**src/rtl/bwsg_pkg.sv**
```systemverilog
// Shared types and constants for the block weak-signature generator.
`default_nettype none
package bwsg_pkg;

   localparam int LEN_W      = 21;
   localparam int SUM_W      = 16;
   localparam int CNT_W      = 64;
   localparam int BYTE_W     = 8;
   localparam int CSR_ADDR_W = 3;
   localparam int CSR_DATA_W = 32;
   localparam int RSP_DATA_W = 184;

   localparam logic [LEN_W-1:0] LEN_RESET      = 21'd4096;
   localparam logic [31:0]      MAX_BLOCK_SIZE = 32'd1048576;

   // register index, taken from paddr[2]
   localparam logic REG_BLOCK_LENGTH = 1'b0;

   // one finished block; block_number sits in the lowest bits
   typedef struct packed {
      logic [2*SUM_W-1:0] weak_sum;
      logic [LEN_W-1:0]   block_bytes;
      logic [CNT_W-1:0]   block_start;
      logic [CNT_W-1:0]   block_number;
   } result_type;

   typedef struct packed {
      logic       push;
      result_type rec;
   } push_type;

endpackage
`default_nettype wire

```
**src/rtl/bwsg_csr.sv**
```systemverilog
// Configuration register: block length and its clamped effective value.
`default_nettype none
module bwsg_csr (
   input  wire                               clock,
   input  wire                               reset,
   input  wire                               csr_psel,
   input  wire                               csr_penable,
   input  wire                               csr_pwrite,
   input  wire  [bwsg_pkg::CSR_ADDR_W-1:0]   csr_paddr,
   input  wire  [bwsg_pkg::CSR_DATA_W-1:0]   csr_pwdata,
   output logic [bwsg_pkg::CSR_DATA_W-1:0]   csr_prdata,
   output logic                              csr_pready,
   output logic [bwsg_pkg::LEN_W-1:0]        eff_length
);
   import bwsg_pkg::*;

   logic [LEN_W-1:0] length_ff, length_in;
   logic [LEN_W-1:0] eff_ff, eff_in;
   logic             wr_en;
   logic             sel_len;

   assign csr_pready = 1'b1;
   assign sel_len    = (csr_paddr[2] == REG_BLOCK_LENGTH);
   assign wr_en      = csr_psel && csr_penable && csr_pwrite && csr_pready && sel_len;

   always_comb begin
      length_in = length_ff;
      eff_in    = eff_ff;
      if (wr_en) begin
         length_in = csr_pwdata[LEN_W-1:0];
         if (length_in == '0) begin
            eff_in = LEN_W'(1);
         end else if ({11'd0, length_in} > MAX_BLOCK_SIZE) begin
            eff_in = MAX_BLOCK_SIZE[LEN_W-1:0];
         end else begin
            eff_in = length_in;
         end
      end
   end

   always_ff @(posedge clock) begin
      if (reset) begin
         length_ff <= LEN_RESET;
         eff_ff    <= LEN_RESET;
      end else begin
         length_ff <= length_in;
         eff_ff    <= eff_in;
      end
   end

   assign eff_length = eff_ff;
   assign csr_prdata = sel_len ? {11'd0, length_ff} : '0;

endmodule
`default_nettype wire

```
**src/rtl/bwsg_front.sv**
```systemverilog
// Front end: takes byte beats, updates the running sums and closes blocks.
`default_nettype none
module bwsg_front (
   input  wire                              clock,
   input  wire                              reset,
   input  wire                              accept,
   input  wire  [bwsg_pkg::BYTE_W-1:0]      data_byte,
   input  wire                              end_of_file,
   input  wire  [bwsg_pkg::LEN_W-1:0]       eff_length,
   output bwsg_pkg::push_type               push_out
);
   import bwsg_pkg::*;

   logic [SUM_W-1:0] sum_a_ff, sum_a_in;
   logic [SUM_W-1:0] sum_b_ff, sum_b_in;
   logic [LEN_W-1:0] fill_ff, fill_in;
   logic [CNT_W-1:0] blk_ff, blk_in;
   logic [CNT_W-1:0] start_ff, start_in;
   logic [SUM_W-1:0] a_new, b_new;
   logic [LEN_W-1:0] count;
   logic             close;

   assign a_new = sum_a_ff + {8'd0, data_byte};
   assign b_new = sum_b_ff + a_new;
   assign count = fill_ff + LEN_W'(1);
   assign close = end_of_file || (count >= eff_length);

   always_comb begin
      sum_a_in = sum_a_ff;
      sum_b_in = sum_b_ff;
      fill_in  = fill_ff;
      blk_in   = blk_ff;
      start_in = start_ff;
      if (accept) begin
         if (!close) begin
            sum_a_in = a_new;
            sum_b_in = b_new;
            fill_in  = count;
         end else begin
            sum_a_in = '0;
            sum_b_in = '0;
            fill_in  = '0;
            if (end_of_file) begin
               blk_in   = '0;
               start_in = '0;
            end else begin
               blk_in   = blk_ff + CNT_W'(1);
               start_in = start_ff + {43'd0, count};
            end
         end
      end
   end

   always_ff @(posedge clock) begin
      if (reset) begin
         sum_a_ff <= '0;
         sum_b_ff <= '0;
         fill_ff  <= '0;
         blk_ff   <= '0;
         start_ff <= '0;
      end else begin
         sum_a_ff <= sum_a_in;
         sum_b_ff <= sum_b_in;
         fill_ff  <= fill_in;
         blk_ff   <= blk_in;
         start_ff <= start_in;
      end
   end

   always_comb begin
      push_out.push             = accept && close;
      push_out.rec.block_number = blk_ff;
      push_out.rec.block_start  = start_ff;
      push_out.rec.block_bytes  = count;
      push_out.rec.weak_sum     = {b_new, a_new};
   end

endmodule
`default_nettype wire

```
**src/rtl/bwsg_queue.sv**
```systemverilog
// Back end: small result queue whose head drives the result channel.
`default_nettype none
module bwsg_queue #(
   parameter int DEPTH = 4
) (
   input  wire                   clock,
   input  wire                   reset,
   input  wire bwsg_pkg::push_type push_in,
   output logic                  full,
   output logic                  out_valid,
   input  wire                   out_ready,
   output bwsg_pkg::result_type  out_rec
);
   import bwsg_pkg::*;

   localparam int PTR_W = (DEPTH > 1) ? $clog2(DEPTH) : 1;
   localparam int CNT_W_Q = $clog2(DEPTH + 1);

   result_type          entry_ff [DEPTH];
   logic [PTR_W-1:0]    wr_ptr_ff, wr_ptr_in;
   logic [PTR_W-1:0]    rd_ptr_ff, rd_ptr_in;
   logic [CNT_W_Q-1:0]  level_ff, level_in;
   logic                pop;

   assign full      = (level_ff == CNT_W_Q'(DEPTH));
   assign out_valid = (level_ff != '0);
   assign pop       = out_valid && out_ready;
   assign out_rec   = entry_ff[rd_ptr_ff];

   always_comb begin
      wr_ptr_in = wr_ptr_ff;
      rd_ptr_in = rd_ptr_ff;
      level_in  = level_ff;
      if (push_in.push) begin
         wr_ptr_in = (wr_ptr_ff == PTR_W'(DEPTH - 1)) ? '0 : wr_ptr_ff + PTR_W'(1);
      end
      if (pop) begin
         rd_ptr_in = (rd_ptr_ff == PTR_W'(DEPTH - 1)) ? '0 : rd_ptr_ff + PTR_W'(1);
      end
      if (push_in.push && !pop) begin
         level_in = level_ff + CNT_W_Q'(1);
      end else if (pop && !push_in.push) begin
         level_in = level_ff - CNT_W_Q'(1);
      end
   end

   always_ff @(posedge clock) begin
      if (reset) begin
         wr_ptr_ff <= '0;
         rd_ptr_ff <= '0;
         level_ff  <= '0;
      end else begin
         wr_ptr_ff <= wr_ptr_in;
         rd_ptr_ff <= rd_ptr_in;
         level_ff  <= level_in;
      end
   end

   always_ff @(posedge clock) begin
      if (push_in.push) begin
         entry_ff[wr_ptr_ff] <= push_in.rec;
      end
   end

endmodule
`default_nettype wire

```
**src/rtl/block_weak_signature_generator_top.sv**
```systemverilog
// Block weak-signature generator: per-block rolling checksum over a byte stream.
//
// Input channel (req_*): one file byte per beat in req_tdata[7:0]; req_tlast
// marks the file's last byte and closes a short final block. Bytes are cut
// into blocks of block_length bytes (register at byte address 0 on the csr_*
// port; low 21 bits kept, zero acts as one, values above 1048576 are clamped).
// Result channel (rsp_*): one beat per finished block carrying its index,
// start offset, length and the checksum {b, a}. Counters return to block
// zero, offset zero after an end-of-file byte.
// Throughput: one byte per cycle while the queue has room. The sums are
// updated by two chained 16-bit adds in the front end, and the block offset
// by one 64-bit add, all within the cycle of the byte's beat.
// Latency: the result of a closing byte is visible on rsp_* in the cycle
// after that byte's beat, when the queue is empty.
// Stalls: results wait in a QUEUE_DEPTH-entry queue; req_tready drops only
// while that queue is full, so input flows on while the receiver stalls.
// Reset: synchronous, clears sums, counters and the queue, and loads the
// block length with 4096. No clearing pass; the block is ready at once.
`default_nettype none
module block_weak_signature_generator_top #(
   parameter int QUEUE_DEPTH = 4
) (
   input  wire          clock,
   input  wire          reset,
   // byte stream
   input  wire          req_tvalid,
   output logic         req_tready,
   input  wire  [7:0]   req_tdata,   // [7:0] data_byte
   input  wire          req_tlast,   // end_of_file
   // block results
   output logic         rsp_tvalid,
   input  wire          rsp_tready,
   output logic [183:0] rsp_tdata,   // [63:0] block_number, [127:64] block_start,
                                     // [148:128] block_bytes, [180:149] weak_sum
   // configuration
   input  wire          csr_psel,
   input  wire          csr_penable,
   input  wire          csr_pwrite,
   input  wire  [2:0]   csr_paddr,
   input  wire  [31:0]  csr_pwdata,
   output logic [31:0]  csr_prdata,
   output logic         csr_pready
);
   import bwsg_pkg::*;

   logic [LEN_W-1:0] eff_length;
   push_type         push;
   logic             q_full;
   logic             accept;
   result_type       head;

   assign req_tready = !q_full;
   assign accept     = req_tvalid && req_tready;

   bwsg_csr u_csr (
      .clock       (clock),
      .reset       (reset),
      .csr_psel    (csr_psel),
      .csr_penable (csr_penable),
      .csr_pwrite  (csr_pwrite),
      .csr_paddr   (csr_paddr),
      .csr_pwdata  (csr_pwdata),
      .csr_prdata  (csr_prdata),
      .csr_pready  (csr_pready),
      .eff_length  (eff_length)
   );

   // front: accumulate sums, detect block close
   bwsg_front u_front (
      .clock       (clock),
      .reset       (reset),
      .accept      (accept),
      .data_byte   (req_tdata),
      .end_of_file (req_tlast),
      .eff_length  (eff_length),
      .push_out    (push)
   );

   // back: queue of finished blocks feeding the result channel
   bwsg_queue #(
      .DEPTH (QUEUE_DEPTH)
   ) u_queue (
      .clock     (clock),
      .reset     (reset),
      .push_in   (push),
      .full      (q_full),
      .out_valid (rsp_tvalid),
      .out_ready (rsp_tready),
      .out_rec   (head)
   );

   assign rsp_tdata = {3'd0, head};

endmodule
`default_nettype wire

```
**config.mk**
```make
export PLATFORM = sky130hd
export DESIGN_NAME = block_weak_signature_generator_top
export DESIGN_NICKNAME = d
export VERILOG_FILES = /design/src/rtl/bwsg_pkg.sv /design/src/rtl/bwsg_csr.sv /design/src/rtl/bwsg_front.sv /design/src/rtl/bwsg_queue.sv /design/src/rtl/block_weak_signature_generator_top.sv
export SDC_FILE = /design/constraint.sdc
export NUM_CORES = 1
export LEC_CHECK = 0
export BUFFER_PORTS_ARGS = -buffer_cell sky130_fd_sc_hd__buf_2
export CAP_MARGIN = 20
export CORE_MARGIN = 4
export CORE_UTILIZATION = 35
export DETAILED_ROUTE_END_ITERATION = 10
export PLACE_DENSITY = 0.5
export SLEW_MARGIN = 20
export SYNTH_ARGS = -nofsm -noshare
export SYNTH_HDL_FRONTEND = slang
export SYNTH_HIERARCHICAL = 1
export SYNTH_SLANG_ARGS = --single-unit
```
**constraint.sdc**
```tcl
create_clock -name clock -period 23.4 [get_ports clock]
set_clock_uncertainty 0.15 [all_clocks]
set_input_delay 0 -clock clock [delete_from_list [all_inputs] [get_ports clock]]
set_output_delay 0 -clock clock [all_outputs]
set_load 0.01 [all_outputs]
```
==> run summary, run 1 <==
Worst Setup Path Type: reg2reg
Rows: 122
crit path max fanout: 54
IO Pins: 270
TNS Setup: 0 ns
ANT cells: 0
CTS Buf Count: 105
distinct cell type count after synthesis: 68
Synth Area in Adders: 2.85%
port bufs: 241
core area: 111,000 sq um
drt drc: 0
layout cell share with drive strength beyond 1: 21.7%
relative slew slack: 28.8%
yosys warns: 6
required time of the critical path: 23.54 ns
Synth Area in Simple Gates: 8.89%
Synth Register Bits: 956
FF-to-FF Start: u_front/fill_ff[0]$_SDFFE_PP0P_
starting density of the core: 35.4%
TritonRoute pass-1 iters: 5
sequential fraction of design power: 45.3%
vias: 23,010
root buf cell: clkbuf_16
Final GP Congestion: 0.796
gr usage total: 15.9%
final count of pins violating max slew: 0
synthesized cell area: 39,200 sq um
Syn Area/Cell: 15.2 sq um
Internal: 3150 uW
main combinational cell family by area after synthesis: multiplexers
Min-Delay Startpoint: csr_pwdata[6]
Hold Vio Cnt, Final: 0
Reg clk slew, reported paths: 0.06 ns
measured slew at the worst slew-check pin: 1.06 ns
grt ovf: 0
Clock H-tree levels: 3
combinational share of power: 15.9%
Max-Cap Viols: 0
Skew-Pair Late Insertion Delay: 0.68 ns
crit path time final: 7.00 ns
Worst Hold Class: in2reg
Clock Tree Buf Depth: 3
RSZ-0062 raised after global routing: false
Iter 0 DRT Violations: 1,334
post-synthesis sequential area ratio: 67.2%
Compound-Gate Fraction of Synth Area: 5.07%
TritonCTS clock tree: done
Main synth FF type: edfxtp_1
Startpoint Class: flop
maximum clock frequency: 0.143 GHz
final setup vio count: 0
CP Data Arrival Time: 7.14 ns
DRT antenna net count: 0
number of synthesized flops with an enable pin: 724
Die X: 343 um
initial antenna violation count: 0
DRT Wirelength: 93,800 um
Area growth, synth to finish: 18.7%
fin crit share: 29.9%
Gate Count Post-Synth: 2,581
Pwr per Cell Area: 91.0 nW/um^2
maximum vdd drop: 0.0590 mV
largest net degree at the start of global routing: 157
xor/xnor share of the synthesized area: 3.07%
hold_ws: 0.0852 ns
NetSw: 1090 uW
Setup crit end kind: flop
mux contribution to synthesized area: 10.5%
Leak Pwr: 0.0155 uW
Net Sw Frac: 25.8%
Die Height: 343 um
clock share of power: 38.9%
WL per Instance: 20.7 um
status: completed
Fillers: 10,037
drt via density: 5.09
nets@finish: 3,079
post-DP HPWL: 56,800 um
vias in the first global route: 24,017
global-route wire length before repair: 143,000 um
CTS sink cnt: 956
die area: 118,000 sq um
Crit. Startpoint: u_front/fill_ff[0]$_SDFFE_PP0P_
Synth async-reset ratio: 0%
-- synthesized netlist by cell type, types with 26 or more instances --
cell,count,area [sq um]
nor3_1,45,225
nand4_1,30,188
nor2_1,135,507
inv_1,59,221
buf_2,29,145
nand2_1,178,668
xor2_1,41,359
a21oi_1,182,911
edfxtp_1,724,21700
mux4_2,181,4080
nor2b_1,26,163
or3_1,30,188
ha_1,83,1040
nor4_1,28,175
clkbuf_1,64,240
xnor2_1,94,823
o21ai_0,38,190
dfxtp_1,232,4640
nand3_1,82,410
nand3b_1,29,218
and3_1,30,188
-- power groups by stage --
stage                     Sequential, uW  Combinational [uW]  Clock [uW]
after floorplan                     1950                 438           0
after global placement              1950                 679           0
after detailed placement            1960                 684           0
after CTS                           1920                 696        1710
after global routing                1930                 733        1780
final                               1920                 672        1650
-- layout by cell type, fill, tap and decap left out, drive strengths merged, types with 35 or more instances in the layout --
cell type and n:
a21oi 182, buf 282, clkbuf 140, clkinv 35, dfxtp 232, dlygate4sd3 97, edfxtp 724, ha 83
inv 67, mux4 181, nand2 178, nand3 82, nor2 135, nor3 47, o21ai 40, xnor2 94
xor2 41
-- worst max-delay path: stages, from the launching register on --
cell       delay, ns
dfxtp_1         0.51
ha_1            0.31
nand2_1         0.08
or3_1           0.39
nor3_1          0.59
nand3_1         0.20
xnor2_1         0.66
ha_1            0.24
nand4_1         0.13
nor3_2          0.25
o21ai_1         0.16
o2111ai_4       0.52
o21ai_4         0.08
inv_1           0.16
and2_4          0.52
buf_4           0.79
buf_4           0.82
-- logic make-up (layout without fill, tap and decap cells) --
kind of cell / count (synthesis) / after routing
other cells: 3 / 15
buf+inv: 197 / 637
simple gates: 686 / 686
flops: 956 / 956
compound gates: 331 / 331
fa+ha+maj: 87 / 87
mux: 185 / 185
xor+xnor: 136 / 136
-- final cells by class --
class | instances | area [sq um] | area share, %
sequential | 956 | 26400 | 56.7
multi-input combinational | 1440 | 12000 | 25.9
clock buffer | 140 | 2870 | 6.16
timing repair buffer | 379 | 2560 | 5.49
tap | 1488 | 1860 | 4.00
clock inverter | 59 | 638 | 1.37
inverter | 59 | 221 | 0.475
-- timing repair --
action	in CTS	in global routing
resized for setup	0	0
endpoints found under the hold margin	146	0
hold buffers	97	0
setup buffers	0	0
-- final timing paths --
path / cells after the start / endpoint / slack [ns]
hold reg to reg: 2 / u_csr/eff_length[13]$_SDFFE_PP0P_ / 0.30
hold / removal: 4 / u_csr/eff_length[6]$_SDFFE_PP0P_ / 0.09
setup / recovery: 16 / u_queue/entry_ff[2][173]$_DFFE_PP_ / 16.40
setup reg to reg: 16 / u_queue/entry_ff[2][173]$_DFFE_PP_ / 16.40
-- stage by stage --
stage | instance area [sq um] | worst slack (ns) | utilization [%] | total power (uW) | std cells
final | 46600 | 16.40 | 42.0 | 4240 | 4521
after global routing | 46600 | 15.86 | 42.0 | 4440 | 4521
after CTS | 46500 | 16.29 | 41.9 | 4320 | 4518
after detailed placement | 42000 | 16.32 | 37.9 | 2640 | 4222
after global placement | 42000 | 16.42 | 37.9 | 2630 | 4222
after floorplan | 39300 | 14.93 | - | 2390 | 2593
-- registers in the layout (all words and copies together) (netlist names), named ones only --
name and cells:
u_csr/eff_length 21, u_front/fill_ff 21, u_queue/rd_ptr_ff 2, u_front/sum_b_ff 16
u_front/blk_ff 64, u_front/start_ff 64, u_queue/entry_ff 724, u_queue/level_ff 3
u_csr/length_ff 21, u_front/sum_a_ff 16, u_queue/wr_ptr_ff 2
-- per-layer routing --
metal,track usage (%),part of all wire (%),vias up
li1,-,-,10651
met1,20.6,43,11676
met2,26.8,49,528
met3,3.49,5.3,155
met4,4.61,2.6,0
met5,0,0,-
No activity file was read; power rests on OpenSTA's default activity.
==> run 2: changes to the inputs <==
==> constraint.sdc (replaced) <==
create_clock -name clock -period 6.9 [get_ports clock]
set_clock_uncertainty 0.15 [all_clocks]
set_input_delay 0 -clock clock [delete_from_list [all_inputs] [get_ports clock]]
set_output_delay 0 -clock clock [all_outputs]
set_load 0.01 [all_outputs]
==> run 2 against run 1 <==
Effect of this change: critical path depth increased by 1; power rose to 3.4 times the previous value; setup slack lost 15 ns; critical endpoint is now u_front/sum_b_ff[15]$_SDFFE_PP0P_; largest power group unchanged; routed wire length grew 1.3%; sequential power grew to 3.4 times the previous value; register-to-register slack lost 15 ns; highest routed layer is now met5.
==> run summary, run 2 (synthesis results as in run 1) <==
core area: 111,000 sq um
starting density of the core: 35.4%
Reg-to-Reg End: u_front/sum_b_ff[15]$_SDFFE_PP0P_
layout cell share with drive strength beyond 1: 21.7%
TritonCTS clock tree: done
Iter 0 DRT Violations: 1,450
root buf cell: clkbuf_16
Startpoint Class: flop
Pwr per Cell Area: 310 nW/um^2
RSZ-0062 raised after global routing: false
drt via density: 5.15
Worst R2R Setup Slack: 0.95 ns
CP Data Arrival Time: 6.33 ns
vias: 23,332
largest net degree at the start of global routing: 105
nets@finish: 3,087
DRT Wirelength: 95,000 um
Max-Cap Viols: 0
# resized after CTS: 0
Most flops, register: u_queue/entry_ff
Leak Pwr: 0.0155 uW
TNS Setup: 0 ns
R2R depth: 17
Setup crit end kind: flop
Crit. Startpoint: u_front/sum_a_ff[0]$_SDFFE_PP0P_
Die Height: 343 um
most frequent cells in the layout: 724 x edfxtp_1, 240 x buf_2, 230 x dfxtp_1
grt ovf: 0
Worst Hold Class: in2reg
relative slew slack: 34.2%
IO Pins: 270
hold buffer count at cts: 101
Hold Vio Cnt, Final: 0
post-DP HPWL: 57,700 um
commonest non-fill, non-tap cell in the layout: edfxtp_1
multi-input logic area: 12,000 sq um
CTS Buf Count: 103
Final GP Congestion: 0.796
initial antenna violation count: 3
Fillers: 10,072
CP endpoint: u_front/sum_b_ff[15]$_SDFFE_PP0P_
Worst Setup Path Type: reg2reg
required time of the critical path: 7.28 ns
gr usage total: 16.1%
Largest register FFs: 724
global-route wire length before repair: 146,000 um
Setup WS post-layout: 0.948 ns
Reg area: 26,400 sq um
final setup vio count: 0
maximum vdd drop: 0.196 mV
DRT antenna net count: 0
Area growth, synth to finish: 19.4%
Die X: 343 um
TritonRoute pass-1 iters: 7
Reg clk slew, reported paths: 0.06 ns
Clock H-tree levels: 3
WL per Instance: 21.0 um
vias in the first global route: 24,324
CTS sink cnt: 956
measured slew at the worst slew-check pin: 0.985 ns
Rows: 122
biggest regs: u_queue/entry_ff x724, u_front/blk_ff x64, u_front/start_ff x64
fin crit share: 86.3%
setup bufs post-CTS: 0
port bufs: 241
final count of pins violating max slew: 0
pre-CTS WS: 1.06 ns
Skew-Pair Late Insertion Delay: 0.68 ns
crit path max fanout: 7
status: completed
crit path time final: 5.95 ns
drt drc: 0
FF-to-FF Start: u_front/sum_a_ff[0]$_SDFFE_PP0P_
maximum clock frequency: 0.168 GHz
Clock Tree Buf Depth: 3
die area: 118,000 sq um
-- run 2: worst max-delay path, stage by stage, from the launching register on --
cell and delay [ns]:
dfxtp_1 0.31, ha_1 0.22, fa_1 0.41, a21o_1 0.17, a21oi_1 0.24, o21bai_1 0.13
a2111oi_0 0.69, nor3_1 0.30, xor2_1 0.48, ha_1 0.32, a21o_1 0.18, a2111oi_0 0.35
nor3b_1 0.43, nor3_1 0.12, a2111oi_0 0.57, xnor3_1 0.50, a22oi_1 0.16, nor2_1 0.05
-- run 2: worst min-delay path by stage --
stage | endpoint | slack (ns) | cells past startpoint | start
2_1_floorplan | csr_prdata[20] | -0.10 | 1 | csr_paddr[2]
4_1_cts | u_csr/eff_length[0]$_SDFFE_PP0P_ | 0.01 | 4 | csr_pwdata[0]
3_3_place_gp | u_csr/length_ff[12]$_SDFFE_PP1P_ | 0.1 | 3 | csr_pwdata[12]
3_5_place_dp | u_csr/length_ff[12]$_SDFFE_PP1P_ | 0.12 | 3 | csr_pwdata[12]
5_1_grt | u_csr/eff_length[0]$_SDFFE_PP0P_ | 0.1 | 4 | csr_pwdata[0]
6_report | u_csr/eff_length[0]$_SDFFE_PP0P_ | 0.1 | 4 | csr_pwdata[0]
-- run 2: area by class of cell --
cell class / instances / area share (%)
tap: 1488 / 3.97
inverter: 59 / 0.473
clock buffer: 140 / 6.05
sequential: 956 / 56.3
multi-input combinational: 1440 / 25.7
antenna: 1 / 0.00534
clock inverter: 56 / 1.57
timing repair buffer: 389 / 5.91
-- run 2: routing by layer --
| metal | track usage, % | routed length, um | vias to the layer above |
|---|---|---|---|
| met4 | 4.82 | 2150 | 2 |
| met3 | 2.94 | 4990 | 136 |
| met5 | 1.27 | 207 | - |
| met1 | 20.7 | 40500 | 11900 |
| met2 | 27.7 | 47100 | 612 |
| li1 | - | - | 10682 |
-- run 2: through the flow --
| step | hold slack, ns | cells | utilization, % | power, uW | area (sq um) |
|---|---|---|---|---|---|
| detailed placement | 0.123 | 4230 | 38.1 | 8970 | 42300 |
| finish | 0.0998 | 4529 | 42.2 | 14500 | 46900 |
| global route | 0.0981 | 4528 | 42.2 | 15200 | 46900 |
| floorplan | -0.104 | 2593 | - | 8070 | 39300 |
| CTS | 0.0143 | 4527 | 42.2 | 14800 | 46800 |
| global placement | 0.0999 | 4230 | 38.1 | 8950 | 42300 |
-- run 2: power by group --
part	internal [uW]	leakage, uW	total (uW)	switching [uW]
combinational	977	0.00544	2300	1320
sequential	6410	0.00835	6500	98.4
clock	3430	0.00173	5730	2300
total	10800	0.0155	14500	3720
==> run 3: changes to the inputs <==
--- a/config.mk
+++ b/config.mk
@@ -5,6 +5,7 @@
 export SDC_FILE = /design/constraint.sdc
 export NUM_CORES = 1
 export LEC_CHECK = 0
+export ABC_AREA = 1
 export BUFFER_PORTS_ARGS = -buffer_cell sky130_fd_sc_hd__buf_2
 export CAP_MARGIN = 20
 export CORE_MARGIN = 4
==> run 3 against run 2 <==
Effect of this change: synthesized cell count grew 66%; sequential cell count is the same; critical path depth is the same.
==> run summary, run 3 <==
status: completed
dominant cell type by area after synthesis: edfxtp_1
yosys warns: 6
Worst Hold Class: in2reg
Startpoint Class: flop
# resized after CTS: 0
core area: 120,000 sq um
Area growth, synth to finish: 16.0%
final setup vio count: 0
mux contribution to synthesized area: 0%
required time of the critical path: 7.11 ns
Die Height: 356 um
Synth area leaders: edfxtp_1 51%, dfxtp_1 11%, nor2_1 6.9%
relative slew slack: 24.9%
Iter 0 DRT Violations: 1,972
crit path time final: 5.46 ns
peak per-stage delay on the critical path: 0.71 ns
drt drc: 0
biggest regs: u_queue/entry_ff x724, u_front/blk_ff x64, u_front/start_ff x64
starting density of the core: 35.3%
die area: 127,000 sq um
port bufs: 241
TritonCTS clock tree: done
critical path's slowest cell: xnor2_1
Most flops, register: u_queue/entry_ff
Post-synth top cells: 777 x nor2_1, 724 x edfxtp_1, 716 x nand2_1
top-count cell post-synth: nor2_1
CTS sink cnt: 956
root buf cell: clkbuf_16
TNS Setup: 0 ns
Synth Register Bits: 956
DRT antenna net count: 0
gr usage total: 18.3%
setup bufs post-CTS: 0
maximum clock frequency: 0.183 GHz
nets@finish: 4,672
global-route wire length before repair: 180,000 um
Main synth FF type: edfxtp_1
Worst Setup Path Type: reg2reg
crit path max fanout: 71
vias: 31,030
Max-Cap Viols: 0
Clock H-tree levels: 3
main combinational cell family by area after synthesis: simple AND/OR/NAND/NOR gates
hold_ws: 0.0713 ns
WL per Instance: 19.0 um
commonest non-fill, non-tap cell in the layout: nor2_1
hold buffer count at cts: 56
Setup crit end kind: flop
post-synthesis sequential area ratio: 62.3%
Leak Pwr: 0.0179 uW
final count of pins violating max slew: 0
Synth top area share: 51.3%
Hold Vio Cnt, Final: 0
Rows: 127
Compound-Gate Fraction of Synth Area: 10.6%
IO Pins: 270
CP Cell Sequence: ha_1, nand4_1, nor2_1, nand2_1, xnor2_1, ha_1, nand2_1, nand2_1, nor2_1, nand2_1, nor2_2, nand2_4, nand2_4, clkinv_2, nand2_1, clkinvlp_4, buf_12
Final GP Congestion: 0.891
Syn Area/Cell: 9.91 sq um
measured slew at the worst slew-check pin: 1.13 ns
Reg clk slew, reported paths: 0.06 ns
fin crit share: 79.1%
maximum vdd drop: 0.216 mV
post-DP HPWL: 74,600 um
DRT Wirelength: 118,000 um
CP Data Arrival Time: 5.67 ns
layout cell share with drive strength beyond 1: 10.6%
largest net degree at the start of global routing: 198
Clock Tree Buf Depth: 3
Gate Count Post-Synth: 4,276
xor/xnor share of the synthesized area: 1.65%
Skew-Pair Late Insertion Delay: 0.69 ns
distinct cell type count after synthesis: 44
number of synthesized flops with an enable pin: 724
RSZ-0062 raised after global routing: false
crit-path most repeated cell: nand2_1
synthesized cell area: 42,400 sq um
Synth Area in Adders: 2.64%
grt ovf: 0
drt via density: 4.97
Largest register FFs: 724
vias in the first global route: 29,651
Fillers: 11,857
CTS Buf Count: 107
Pwr per Cell Area: 333 nW/um^2
TritonRoute pass-1 iters: 5
most frequent cells in the layout: 777 x nor2_1, 724 x edfxtp_1, 716 x nand2_1
Die X: 356 um
Synth async-reset ratio: 0%
initial antenna violation count: 5
Synth Area in Simple Gates: 17.5%
[run 3: changes by cell type after synthesis, moves of 71 or more]
| cell | delta |
|---|---|
| nor2_1 | +642 |
| nand2_1 | +538 |
| o21ai_0 | +291 |
| inv_1 | +206 |
| mux4_2 | -181 |
| o22ai_1 | +180 |
| o21ai_1 | +100 |
| nand3_1 | +74 |
| xnor2_1 | -71 |
[run 3: critical path, delay by kind of cell (launching register included)]
family                   cells  cell delay (ns)
adder cells (fa/ha/maj)      2             0.68
buffers and inverters        3             1.33
AND/OR/NAND/NOR             11             1.71
flip-flops                   1             0.47
XOR/XNOR                     1             0.71
[run 3: per-stage QoR]
step                power (uW)  util, %  cells  worst slack, ns  cell area (sq um)
floorplan                 9180        -   4288            0.805              42400
global placement         10800     37.5   5980             1.44              45000
detailed placement       10900     37.5   5980             1.40              45000
CTS                      16700     40.9   6235             1.39              49100
global route             17300     40.9   6236             1.07              49200
finish                   16400     40.9   6239             1.44              49200
[run 3: cell families after synthesis]
family / after synthesis
AOI/OAI and AO/OA: 842
buffers and inverters: 482
adders and majority gates: 87
other: 3
xor gates and xnor gates: 80
DFF: 956
and+or+nand+nor: 1826
[run 3: final timing paths]
kind / endpoint / depth (start not counted) / start / slack [ns]
max: u_queue/entry_ff[0][32]$_DFFE_PP_ / 17 / u_front/fill_ff[0]$_SDFFE_PP0P_ / 1.44
max reg2reg: u_queue/entry_ff[0][32]$_DFFE_PP_ / 17 / u_front/fill_ff[0]$_SDFFE_PP0P_ / 1.44
min reg2reg: u_csr/length_ff[10]$_SDFFE_PP0P_ / 2 / u_csr/length_ff[10]$_SDFFE_PP0P_ / 0.31
min: u_csr/eff_length[2]$_SDFFE_PP0P_ / 4 / csr_pwdata[2] / 0.07
[run 3: area by class of cell]
class | count | area [sq um] | area share [%]
diodes | 3 | 7.51 | 0.0153
clock buffers | 152 | 3050 | 6.20
clock inverters | 47 | 510 | 1.04
inverters | 270 | 1040 | 2.12
multi-input cells | 2850 | 13800 | 28.1
flip-flops and latches | 956 | 26400 | 53.7
well taps | 1612 | 2020 | 4.10
repair buffers | 349 | 2320 | 4.71
[run 3: power by group]
part	switching [uW]	leakage (uW)	total, uW	internal [uW]
clock network	2320	0.00173	5720	3410
logic	2800	0.00734	4020	1220
registers	142	0.00883	6640	6500
total	5260	0.0179	16400	11100
[run 3: layer usage]
metal / global-route usage [%] / up-vias / part of all wire, %
met5: 0 / - / 0.0059
met2: 30.3 / 680 / 47
li1: - / 15268 / -
met4: 4.47 / 2 / 2.2
met3: 2.61 / 156 / 4.5
met1: 25.3 / 14924 / 46
